--- src/hdl/tcoa_pkg.sv ---
// Package for the three-channel oversample averager.
// Holds widths, constants, the request structs and the sequencer state type.
// Depends on nothing.
`default_nettype none

package tcoa_pkg;

  localparam int SAMPLE_BITS   = 24;
  localparam int SUM_BITS      = 32;
  localparam int OSR_BITS      = 9;
  localparam int COUNT_BITS    = 8;
  localparam int AVG_BITS      = 24;
  localparam int BYTE_BITS     = 8;
  localparam int NUM_CH        = 3;
  localparam int CH_BITS       = 2;
  localparam int FRAME_BYTES   = 9;
  localparam int BYTE_CNT_BITS = 4;
  localparam int BIT_CNT_BITS  = $clog2(SUM_BITS);
  localparam int FRAME_BITS    = NUM_CH * AVG_BITS;
  localparam int OSR_RESET     = 16;
  localparam int OSR_CAP       = 256;

  typedef struct packed {
    logic [SAMPLE_BITS-1:0] sample_first;
    logic [SAMPLE_BITS-1:0] sample_second;
    logic [SAMPLE_BITS-1:0] sample_third;
  } in_item_t;

  typedef struct packed {
    logic [BYTE_BITS-1:0] out_byte;
    logic                 last_byte;
  } out_item_t;

  typedef enum logic [1:0] {
    ST_IDLE,
    ST_DIV,
    ST_SEND
  } state_t;

endpackage

`default_nettype wire

--- src/hdl/three_channel_oversample_averager_unit.sv ---
// Top level of the three-channel oversample averager.
// Accumulates three converter codes per request and emits averaged frames as bytes.
// Depends on tcoa_pkg.
//
// Usage:
// The input channel (in_valid, in_stall, in_data) takes one request per
// data-ready event carrying three unsigned 24-bit codes. The first code feeds
// channel 1, the second channel 0 and the third channel 2.
// A request that does not complete a frame leaves the block idle and ready.
// When the event count reaches the ratio set on the configuration channel,
// the three sums are divided by the ratio in one shared bit-serial divider,
// one quotient bit per cycle, and then the first byte of the frame is
// offered on the output channel (out_valid, out_stall, out_data).
// Nine bytes follow, channel 0, 1 and 2, each most significant byte first,
// with last_byte set on the ninth.
// No new request is taken until the last byte of the frame has been taken.
// While the receiver stalls, the current byte is held and in_stall stays high.
// The configuration channel (cfg_valid, cfg_ready, cfg_data) is always ready.
// Synchronous reset clears the sums and the count and sets the ratio to 16.
`default_nettype none

module three_channel_oversample_averager_unit (
  input  logic                          clk,
  input  logic                          rst,
  input  logic                          in_valid,
  output logic                          in_stall,
  input  tcoa_pkg::in_item_t            in_data,
  output logic                          out_valid,
  input  logic                          out_stall,
  output tcoa_pkg::out_item_t           out_data,
  input  logic                          cfg_valid,
  output logic                          cfg_ready,
  input  logic [tcoa_pkg::OSR_BITS-1:0] cfg_data
);
  import tcoa_pkg::*;

  state_t                   state, state_next;
  logic [OSR_BITS-1:0]      osr, osr_next;
  logic [SUM_BITS-1:0]      sums [NUM_CH];
  logic [SUM_BITS-1:0]      sums_next [NUM_CH];
  logic [COUNT_BITS-1:0]    count, count_next;
  logic [CH_BITS-1:0]       ch, ch_next;
  logic [BIT_CNT_BITS-1:0]  bit_cnt, bit_cnt_next;
  logic [BYTE_CNT_BITS-1:0] byte_cnt, byte_cnt_next;
  logic [OSR_BITS-1:0]      divisor, divisor_next;
  logic [SUM_BITS-1:0]      div_word, div_word_next;
  logic [OSR_BITS-1:0]      rem, rem_next;
  logic [FRAME_BITS-1:0]    frame, frame_next;

  logic [OSR_BITS-1:0]      ratio;
  logic [COUNT_BITS:0]      count_inc;
  logic [OSR_BITS:0]        trial;
  logic                     q_bit;
  logic [SUM_BITS-1:0]      word_shift;
  logic                     in_accept, out_accept;

  assign in_accept  = in_valid && !in_stall;
  assign out_accept = out_valid && !out_stall;
  assign in_stall   = (state != ST_IDLE);
  assign out_valid  = (state == ST_SEND);
  assign cfg_ready  = 1'b1;
  assign out_data.out_byte  = frame[FRAME_BITS-1 -: BYTE_BITS];
  assign out_data.last_byte = (byte_cnt == BYTE_CNT_BITS'(FRAME_BYTES - 1));

  always_comb begin
    if (osr == '0) begin
      ratio = OSR_BITS'(1);
    end else if (osr > OSR_BITS'(OSR_CAP)) begin
      ratio = OSR_BITS'(OSR_CAP);
    end else begin
      ratio = osr;
    end
  end

  // One restoring division step: bring in the next dividend bit, try to subtract.
  always_comb begin
    trial = {rem, div_word[SUM_BITS-1]};
    q_bit = (trial >= {1'b0, divisor});
    word_shift = {div_word[SUM_BITS-2:0], q_bit};
  end

  assign count_inc = {1'b0, count} + (COUNT_BITS + 1)'(1);

  always_comb begin
    state_next    = state;
    osr_next      = osr;
    sums_next     = sums;
    count_next    = count;
    ch_next       = ch;
    bit_cnt_next  = bit_cnt;
    byte_cnt_next = byte_cnt;
    divisor_next  = divisor;
    div_word_next = div_word;
    rem_next      = rem;
    frame_next    = frame;

    if (cfg_valid && cfg_ready) begin
      osr_next = cfg_data;
    end

    case (state)
      ST_IDLE: begin
        if (in_accept) begin
          sums_next[0] = sums[0] + SUM_BITS'(in_data.sample_second);
          sums_next[1] = sums[1] + SUM_BITS'(in_data.sample_first);
          sums_next[2] = sums[2] + SUM_BITS'(in_data.sample_third);
          if (count_inc >= ratio) begin
            count_next    = '0;
            divisor_next  = ratio;
            div_word_next = sums_next[0];
            rem_next      = '0;
            bit_cnt_next  = '0;
            ch_next       = '0;
            state_next    = ST_DIV;
          end else begin
            count_next = count_inc[COUNT_BITS-1:0];
          end
        end
      end
      ST_DIV: begin
        div_word_next = word_shift;
        if (q_bit) begin
          rem_next = OSR_BITS'(trial - {1'b0, divisor});
        end else begin
          rem_next = trial[OSR_BITS-1:0];
        end
        bit_cnt_next = bit_cnt + BIT_CNT_BITS'(1);
        if (bit_cnt == BIT_CNT_BITS'(SUM_BITS - 1)) begin
          frame_next   = {frame[FRAME_BITS-AVG_BITS-1:0], word_shift[AVG_BITS-1:0]};
          bit_cnt_next = '0;
          rem_next     = '0;
          if (ch == CH_BITS'(NUM_CH - 1)) begin
            for (int i = 0; i < NUM_CH; i++) begin
              sums_next[i] = '0;
            end
            byte_cnt_next = '0;
            state_next    = ST_SEND;
          end else begin
            ch_next       = ch + CH_BITS'(1);
            div_word_next = sums[ch_next];
          end
        end
      end
      ST_SEND: begin
        if (out_accept) begin
          frame_next    = {frame[FRAME_BITS-BYTE_BITS-1:0], BYTE_BITS'(0)};
          byte_cnt_next = byte_cnt + BYTE_CNT_BITS'(1);
          if (out_data.last_byte) begin
            state_next = ST_IDLE;
          end
        end
      end
      default: begin
        state_next = ST_IDLE;
      end
    endcase
  end

  always_ff @(posedge clk) begin
    if (rst) begin
      state <= ST_IDLE;
    end else begin
      state <= state_next;
    end
  end

  always_ff @(posedge clk) begin
    if (rst) begin
      osr      <= OSR_BITS'(OSR_RESET);
      count    <= '0;
      ch       <= '0;
      bit_cnt  <= '0;
      byte_cnt <= '0;
      for (int i = 0; i < NUM_CH; i++) begin
        sums[i] <= '0;
      end
    end else begin
      osr      <= osr_next;
      count    <= count_next;
      ch       <= ch_next;
      bit_cnt  <= bit_cnt_next;
      byte_cnt <= byte_cnt_next;
      sums     <= sums_next;
    end
  end

  always_ff @(posedge clk) begin
    divisor  <= divisor_next;
    div_word <= div_word_next;
    rem      <= rem_next;
    frame    <= frame_next;
  end

endmodule

`default_nettype wire

--- config.mk ---
export PLATFORM = sky130hd
export DESIGN_NAME = three_channel_oversample_averager_unit
export DESIGN_NICKNAME = d
export VERILOG_FILES = /design/src/hdl/tcoa_pkg.sv /design/src/hdl/three_channel_oversample_averager_unit.sv
export SDC_FILE = /design/constraint.sdc
export NUM_CORES = 1
export LEC_CHECK = 0
export ABC_CLOCK_PERIOD_IN_PS = 18270
export BUFFER_PORTS_ARGS = -buffer_cell sky130_fd_sc_hd__buf_4
export CORE_ASPECT_RATIO = 1.75
export CORE_MARGIN = 4
export CORE_UTILIZATION = 45
export CTS_CLUSTER_SIZE = 24
export DETAILED_ROUTE_END_ITERATION = 6
export SLEW_MARGIN = 10
export SYNTH_ARGS = -nofsm -noshare
export SYNTH_HDL_FRONTEND = slang
export SYNTH_SLANG_ARGS = --single-unit
--- constraint.sdc ---
create_clock -name clk -period 18.27 [get_ports clk]
set_clock_uncertainty 0.15 [all_clocks]
set_input_delay 0.9135 -clock clk [delete_from_list [all_inputs] [get_ports clk]]
set_output_delay 0.9135 -clock clk [all_outputs]
set_load 0.05 [all_outputs]
== Yosys cells after proc, flatten, opt, wreduce, memory -nomap -nowiden ==
Index checks and enable logic that the tools add are counted.
Widths: inputs -> output; s select.

* ROM bits: 0
* Register bits: 248
* Bits in latches: 0
* Logic and storage cells: 98
* RAM bits: 0
* Memories kept: 0
* Input port bits: 86
* Output and inout bits: 12

* Multiplexer cells: 43
* Bitwise operators: 1
* Shift-type cells: 0
* Multiply operators: 0
* Reductions and logical operators: 17
* Order comparisons: 4
* Divide/modulo/power cells: 0
* Equal/unequal tests: 12
* Add/subtract/negate cells: 8

{| class="wikitable"
|+ Operators with widths
! operator !! count
|-
| $mux 96 || 3
|-
| $mux 32 || 6
|-
| $pmux 96 s2 || 1
|-
| $mux 72 || 2
|-
| $pmux 72 s2 || 1
|-
| $add 32x24->32 || 3
|-
| $bmux 32 s2 || 1
|-
| $pmux 32 s2 || 1
|-
| $mux 9 || 6
|-
| $mux 2 || 10
|-
| $pmux 9 s2 || 1
|-
| $mux 5 || 3
|-
| $mux 4 || 3
|-
| $ge 10x9->1 || 1
|-
| $ne 2x2->1 const B || 5
|-
| $pmux 5 s2 || 1
|-
| $add 8x1->9 const B || 1
|-
| $ge 9x9->1 || 1
|-
| $gt 9x9->1 const B || 1
|-
| $logic_not 9->1 || 1
|-
| $reduce_and 3->1 || 3
|-
| $sub 9x9->9 || 1
|-
| $mux 8 || 1
|-
| $pmux 4 s2 || 1
|-
| other kinds (20) || 27
|}

== Logic depth before layout (Yosys ltp) ==
* Depth in word-level cells: 8
* Gate-level depth with buffers: 13
* Depth with buffers taken out: 13

== Least setup slack after synthesis ==
No wires, ideal clock.

* Kind: input to register
* Start: input port out_stall
* End: register frame[0], enable pin
* Buffers on the path: 0
* Path slack: 11.535 ns
* Cell stages on the path: 1
* Data required time: 17.518 ns
* Setup time: 0.602 ns
* Arrival time: 5.984 ns
* Cells stage by stage: o21ai_0

* Longest elaborated chain between the ends: 4

{| class="wikitable"
|+ Ends and longest elaborated chain
! element !! line !! source
|-
| start, declared || three_channel_oversample_averager_unit.sv:29 || <nowiki>input logic out_stall,</nowiki>
|-
| $logic_not 1->1 || three_channel_oversample_averager_unit.sv:58 || <nowiki>assign out_accept = out_valid && !out_stall;</nowiki>
|-
| $logic_and 1x1->1 || three_channel_oversample_averager_unit.sv:58 ||
|-
| $ne 2x1->1 (no line) || -- ||
|-
| $reduce_and 3->1 (no line) || -- ||
|-
| end signal, assigned || three_channel_oversample_averager_unit.sv:191 || <nowiki>frame <= frame_next;</nowiki>
|-
| end, declared || three_channel_oversample_averager_unit.sv:48 || <nowiki>logic [FRAME_BITS-1:0] frame, frame_next;</nowiki>
|}

No other way between the ends.
A chain may end at the register's enable or synchronous reset.

== Worst setup path in the final report ==
* Start: register count[0]
* End: register bit_cnt[3]

* Longest elaborated chain between the ends: 4

{| class="wikitable"
|+ Ends and longest elaborated chain
! element !! line !! source
|-
| start, declared || three_channel_oversample_averager_unit.sv:41 || <nowiki>logic [COUNT_BITS-1:0] count, count_next;</nowiki>
|-
| start signal, assigned || three_channel_oversample_averager_unit.sv:179 || <nowiki>count <= count_next;</nowiki>
|-
| $add 8x1->9 || three_channel_oversample_averager_unit.sv:82 || <nowiki>assign count_inc = {1'b0, count} + (COUNT_BITS + 1)'(1);</nowiki>
|-
| $ge 9x9->1 || three_channel_oversample_averager_unit.sv:107 || <nowiki>if (count_inc >= ratio) begin</nowiki>
|-
| $ne 2x2->1 (no line) || -- ||
|-
| $reduce_and 3->1 (no line) || -- ||
|-
| end signal, assigned || three_channel_oversample_averager_unit.sv:181 || <nowiki>bit_cnt <= bit_cnt_next;</nowiki>
|-
| end, declared || three_channel_oversample_averager_unit.sv:43 || <nowiki>logic [BIT_CNT_BITS-1:0] bit_cnt, bit_cnt_next;</nowiki>
|}

No other way between the ends.

==> flow_metrics.py <==
metrics = {
    "status": {
        "status": "completed",
    },
    "synth": {
        "synth-async-reset-ratio_pct": 0,
        "synth_cells": 1689,
        "syn_area_um2": 14900,
        "yosysSeqAreaShare_pct": 41.5,
        "synth_edf_count": 122,
        "synth_top_area_cell": "edfxtp_1",
        "synth_flop_cell": "dfxtp_1",
        "synth_top_family_by_area": "compound AO/OA/AOI/OAI gates",
        "synth_cell_types": 75,
        "synth_mux_area_share_pct": 3.29,
        "synth_simple_gate_area_share_pct": 18.3,
        "ys_ff_latch": 248,
        "synthTopCellsByArea": "edfxtp_1 (25%), dfxtp_1 (17%), ha_1 (8.1%)",
        "synth-compound-area-share_pct": 19.3,
        "synth_fa_ha_area_share_pct": 8.60,
        "synth_warnings": 0,
        "synth_xor_area_share_pct": 5.12,
        "synth_top_area_share_pct": 24.6,
        "synth_area_per_cell_um2": 8.82,
        "synthesis.nets": 1875,
    },
    "final_layout": {
        "nets": 1923,
        "drive_above_1_share_pct": 10.4,
        "layout_commonest_cell": "nand2_1",
        "layout_common_cells": "nand2_1 (314), dfxtp_1 (126), edfxtp_1 (122), nor2_1 (114), o21ai_0 (113)",
        "diodes": 0,
        "area_delta_synth_final_pct": 12.5,
    },
    "clocking": {
        "cts_num_sinks": 248,
        "cts_setup_buffers": 0,
        "ctsResizeCount": 0,
        "h-tree-depth": 1,
        "ctsHoldBuffers": 0,
        "clock_latency_ns": 0.55,
        "cts_tree": "yes",
        "numCtsBuffers": 26,
        "clk_pin_slew_worst_paths_ns": 0.06,
        "clock_path_buffers": 3,
        "cts_root_buf": "clkbuf_16",
    },
    "place": {
        "globalplace.congestion": 0.886,
        "post-dp-hpwl_mm": 29.8,
        "dpl_worst_slack_ns": 14.32,
        "port_buffers": 96,
    },
    "global_route": {
        "grt.overflow.total": 0,
        "grt_usage_pct": 22.3,
        "grt_max_degree": 76,
        "grt_pass1_wl_mm": 66.0,
        "antenna_found_initial": 0,
        "first_global_vias": 12486,
    },
    "die": {
        "die-area_um2": 36200,
        "die_h_um": 249,
        "coreArea_um2": 32400,
        "initial_core_util_pct": 45.9,
        "std_cell_rows": 87,
        "pin_count": 98,
        "die_x_um": 146,
    },
    "setup_path": {
        "cp-start-kind": "flop",
        "end_kind": "flop",
        "criticalPathCategory": "reg -> reg",
        "reg2reg_from": "count[0]$_SDFFE_PP0P_",
        "cp.arrival_ns": 3.97,
        "cp-startpoint": "count[0]$_SDFFE_PP0P_",
        "worstPathRequired_ns": 18.58,
        "worstPathMaxFanout": 42,
    },
    "route": {
        "drc": 0,
        "dr.pass1.iters": 5,
        "ant_nets": 0,
        "drt_wl_total_mm": 41.1,
        "initialDrtViolationCount": 748,
        "vias": 12358,
        "vias_per_cell": 5.73,
        "wire_per_inst_um": 19.1,
    },
    "timing": {
        "slew_headroom_pct": 39.3,
        "period_share_pct": 20.0,
        "worst_slew_pin_slew_ns": 0.911,
        "rsz0062_at_grt": "no",
        "fmax_ghz": 0.274,
        "hold_violations": 0,
        "finalSetupViolations": 0,
        "fin_ws_ns": 14.62,
        "drv_slew": 0,
        "tns_ns": 0,
        "fin_crit_ns": 3.65,
    },
    "job": {
        "drv_cap": 0,
    },
    "power": {
        "power.density_nw_per_um2": 97.7,
        "ir_drop_uv": 66.4,
        "p_leak_nw": 7.25,
    },
    "hold_path": {
        "hold_path_class": "reg -> reg",
        "min-delay-start": "sums[77]$_SDFFE_PP0P_",
    },
}
==> cell usage after synthesis, drive strengths merged (3+ instances only) <==
cell,number
o21a,10
or4,3
and3,15
xor2,41
a21o,43
fa,4
mux2i,49
nand2,315
clkbuf,64
o22ai,3
nand4,13
nor2,116
a31oi,10
ha,96
nor4,4
a311oi,3
nand2b,15
a22o,10
a21oi,107
edfxtp,122
or2,4
nor2b,12
o31ai,7
a21boi,4
inv,43
a211o,5
xnor2,46
or3,19
o21ai,131
o211ai,51
and2,13
dfxtp,126
nor3,18
a211oi,12
o21bai,7
buf,27
nand3,69
a22oi,24
==> layout make-up <==
cell class	count	area (um2)
timing repair buffer	111	833
clock inverter	14	181
multi-input combinational	1305	8190
inverter	45	169
fill	3103	15700
sequential	248	6190
clock buffer	34	701
tap	400	500
==> path summary, 6_finish.rpt <==
kind | to | slack, ns | cells after the start
worst min-delay path | sums[77]$_SDFFE_PP0P_ | 0.33 | 2
worst max register to register | bit_cnt[3]$_SDFFE_PP0P_ | 14.62 | 13
worst min register to register | sums[77]$_SDFFE_PP0P_ | 0.33 | 2
worst max-delay path | bit_cnt[3]$_SDFFE_PP0P_ | 14.62 | 13
==> where the power goes <==
group / internal (mW) / total [mW] / switching [mW]
Combinational: 0.171 / 0.408 / 0.238
Clock: 0.327 / 0.555 / 0.228
Sequential: 0.632 / 0.674 / 0.0422
Total: 1.13 / 1.64 / 0.507
==> sequential cells by signal, summed over array words and instances (netlist names) <==
signal / count
byte_cnt: 4
bit_cnt: 5
osr: 9
div_word: 32
rem: 9
divisor: 9
sums: 96
ch: 2
frame: 72
count: 8
state: 2
==> metrics by stage <==
step	utilization, %	cell area, um2	instances	hold slack [ns]	power (mW)
final	51.7	16800	2157	0.333	1.64
after global routing	51.7	16800	2157	0.361	1.73
after CTS	51.7	16800	2157	0.329	1.65
after floorplan	-	14900	1689	0.293	0.974
after global placement	48.9	15900	2109	0.313	1.09
after detailed placement	48.9	15900	2109	0.320	1.09
==> kinds of logic (layout without fill, tap and decap cells) <==
family          count (synthesis)  after routing
other cells                     1              1
buf+inv                       136            204
simple gates                  622            622
xor+xnor                       87             87
compound gates                446            446
mux                            49             49
flops                         248            248
fa+ha+maj                     100            100
==> critical path, stage by stage (launching register included) <==
cell and delay (ns):
dfxtp_1 0.42, ha_1 0.27, nand3_1 0.13, nor2_1 0.28, xor2_1 0.20, ha_1 0.27
and3_1 0.16, a21oi_1 0.10, o21ai_0 0.09, o22a_1 0.28, a31oi_1 0.43, inv_1 0.08
buf_4 0.35, a311oi_1 0.32
==> routing by layer <==
| metal | up-vias | part of all wire (%) | global-route usage [%] | wire length (um) |
|---|---|---|---|---|
| met1 | 5886 | 40 | 25.9 | 16600 |
| met5 | - | 0 | 0 | 0 |
| met2 | 227 | 53 | 42.1 | 21800 |
| met4 | 0 | 3.4 | 8.01 | 1410 |
| met3 | 71 | 3.1 | 2.09 | 1290 |
| li1 | 6174 | - | - | - |
No activity file was read; power rests on OpenSTA's default activity.
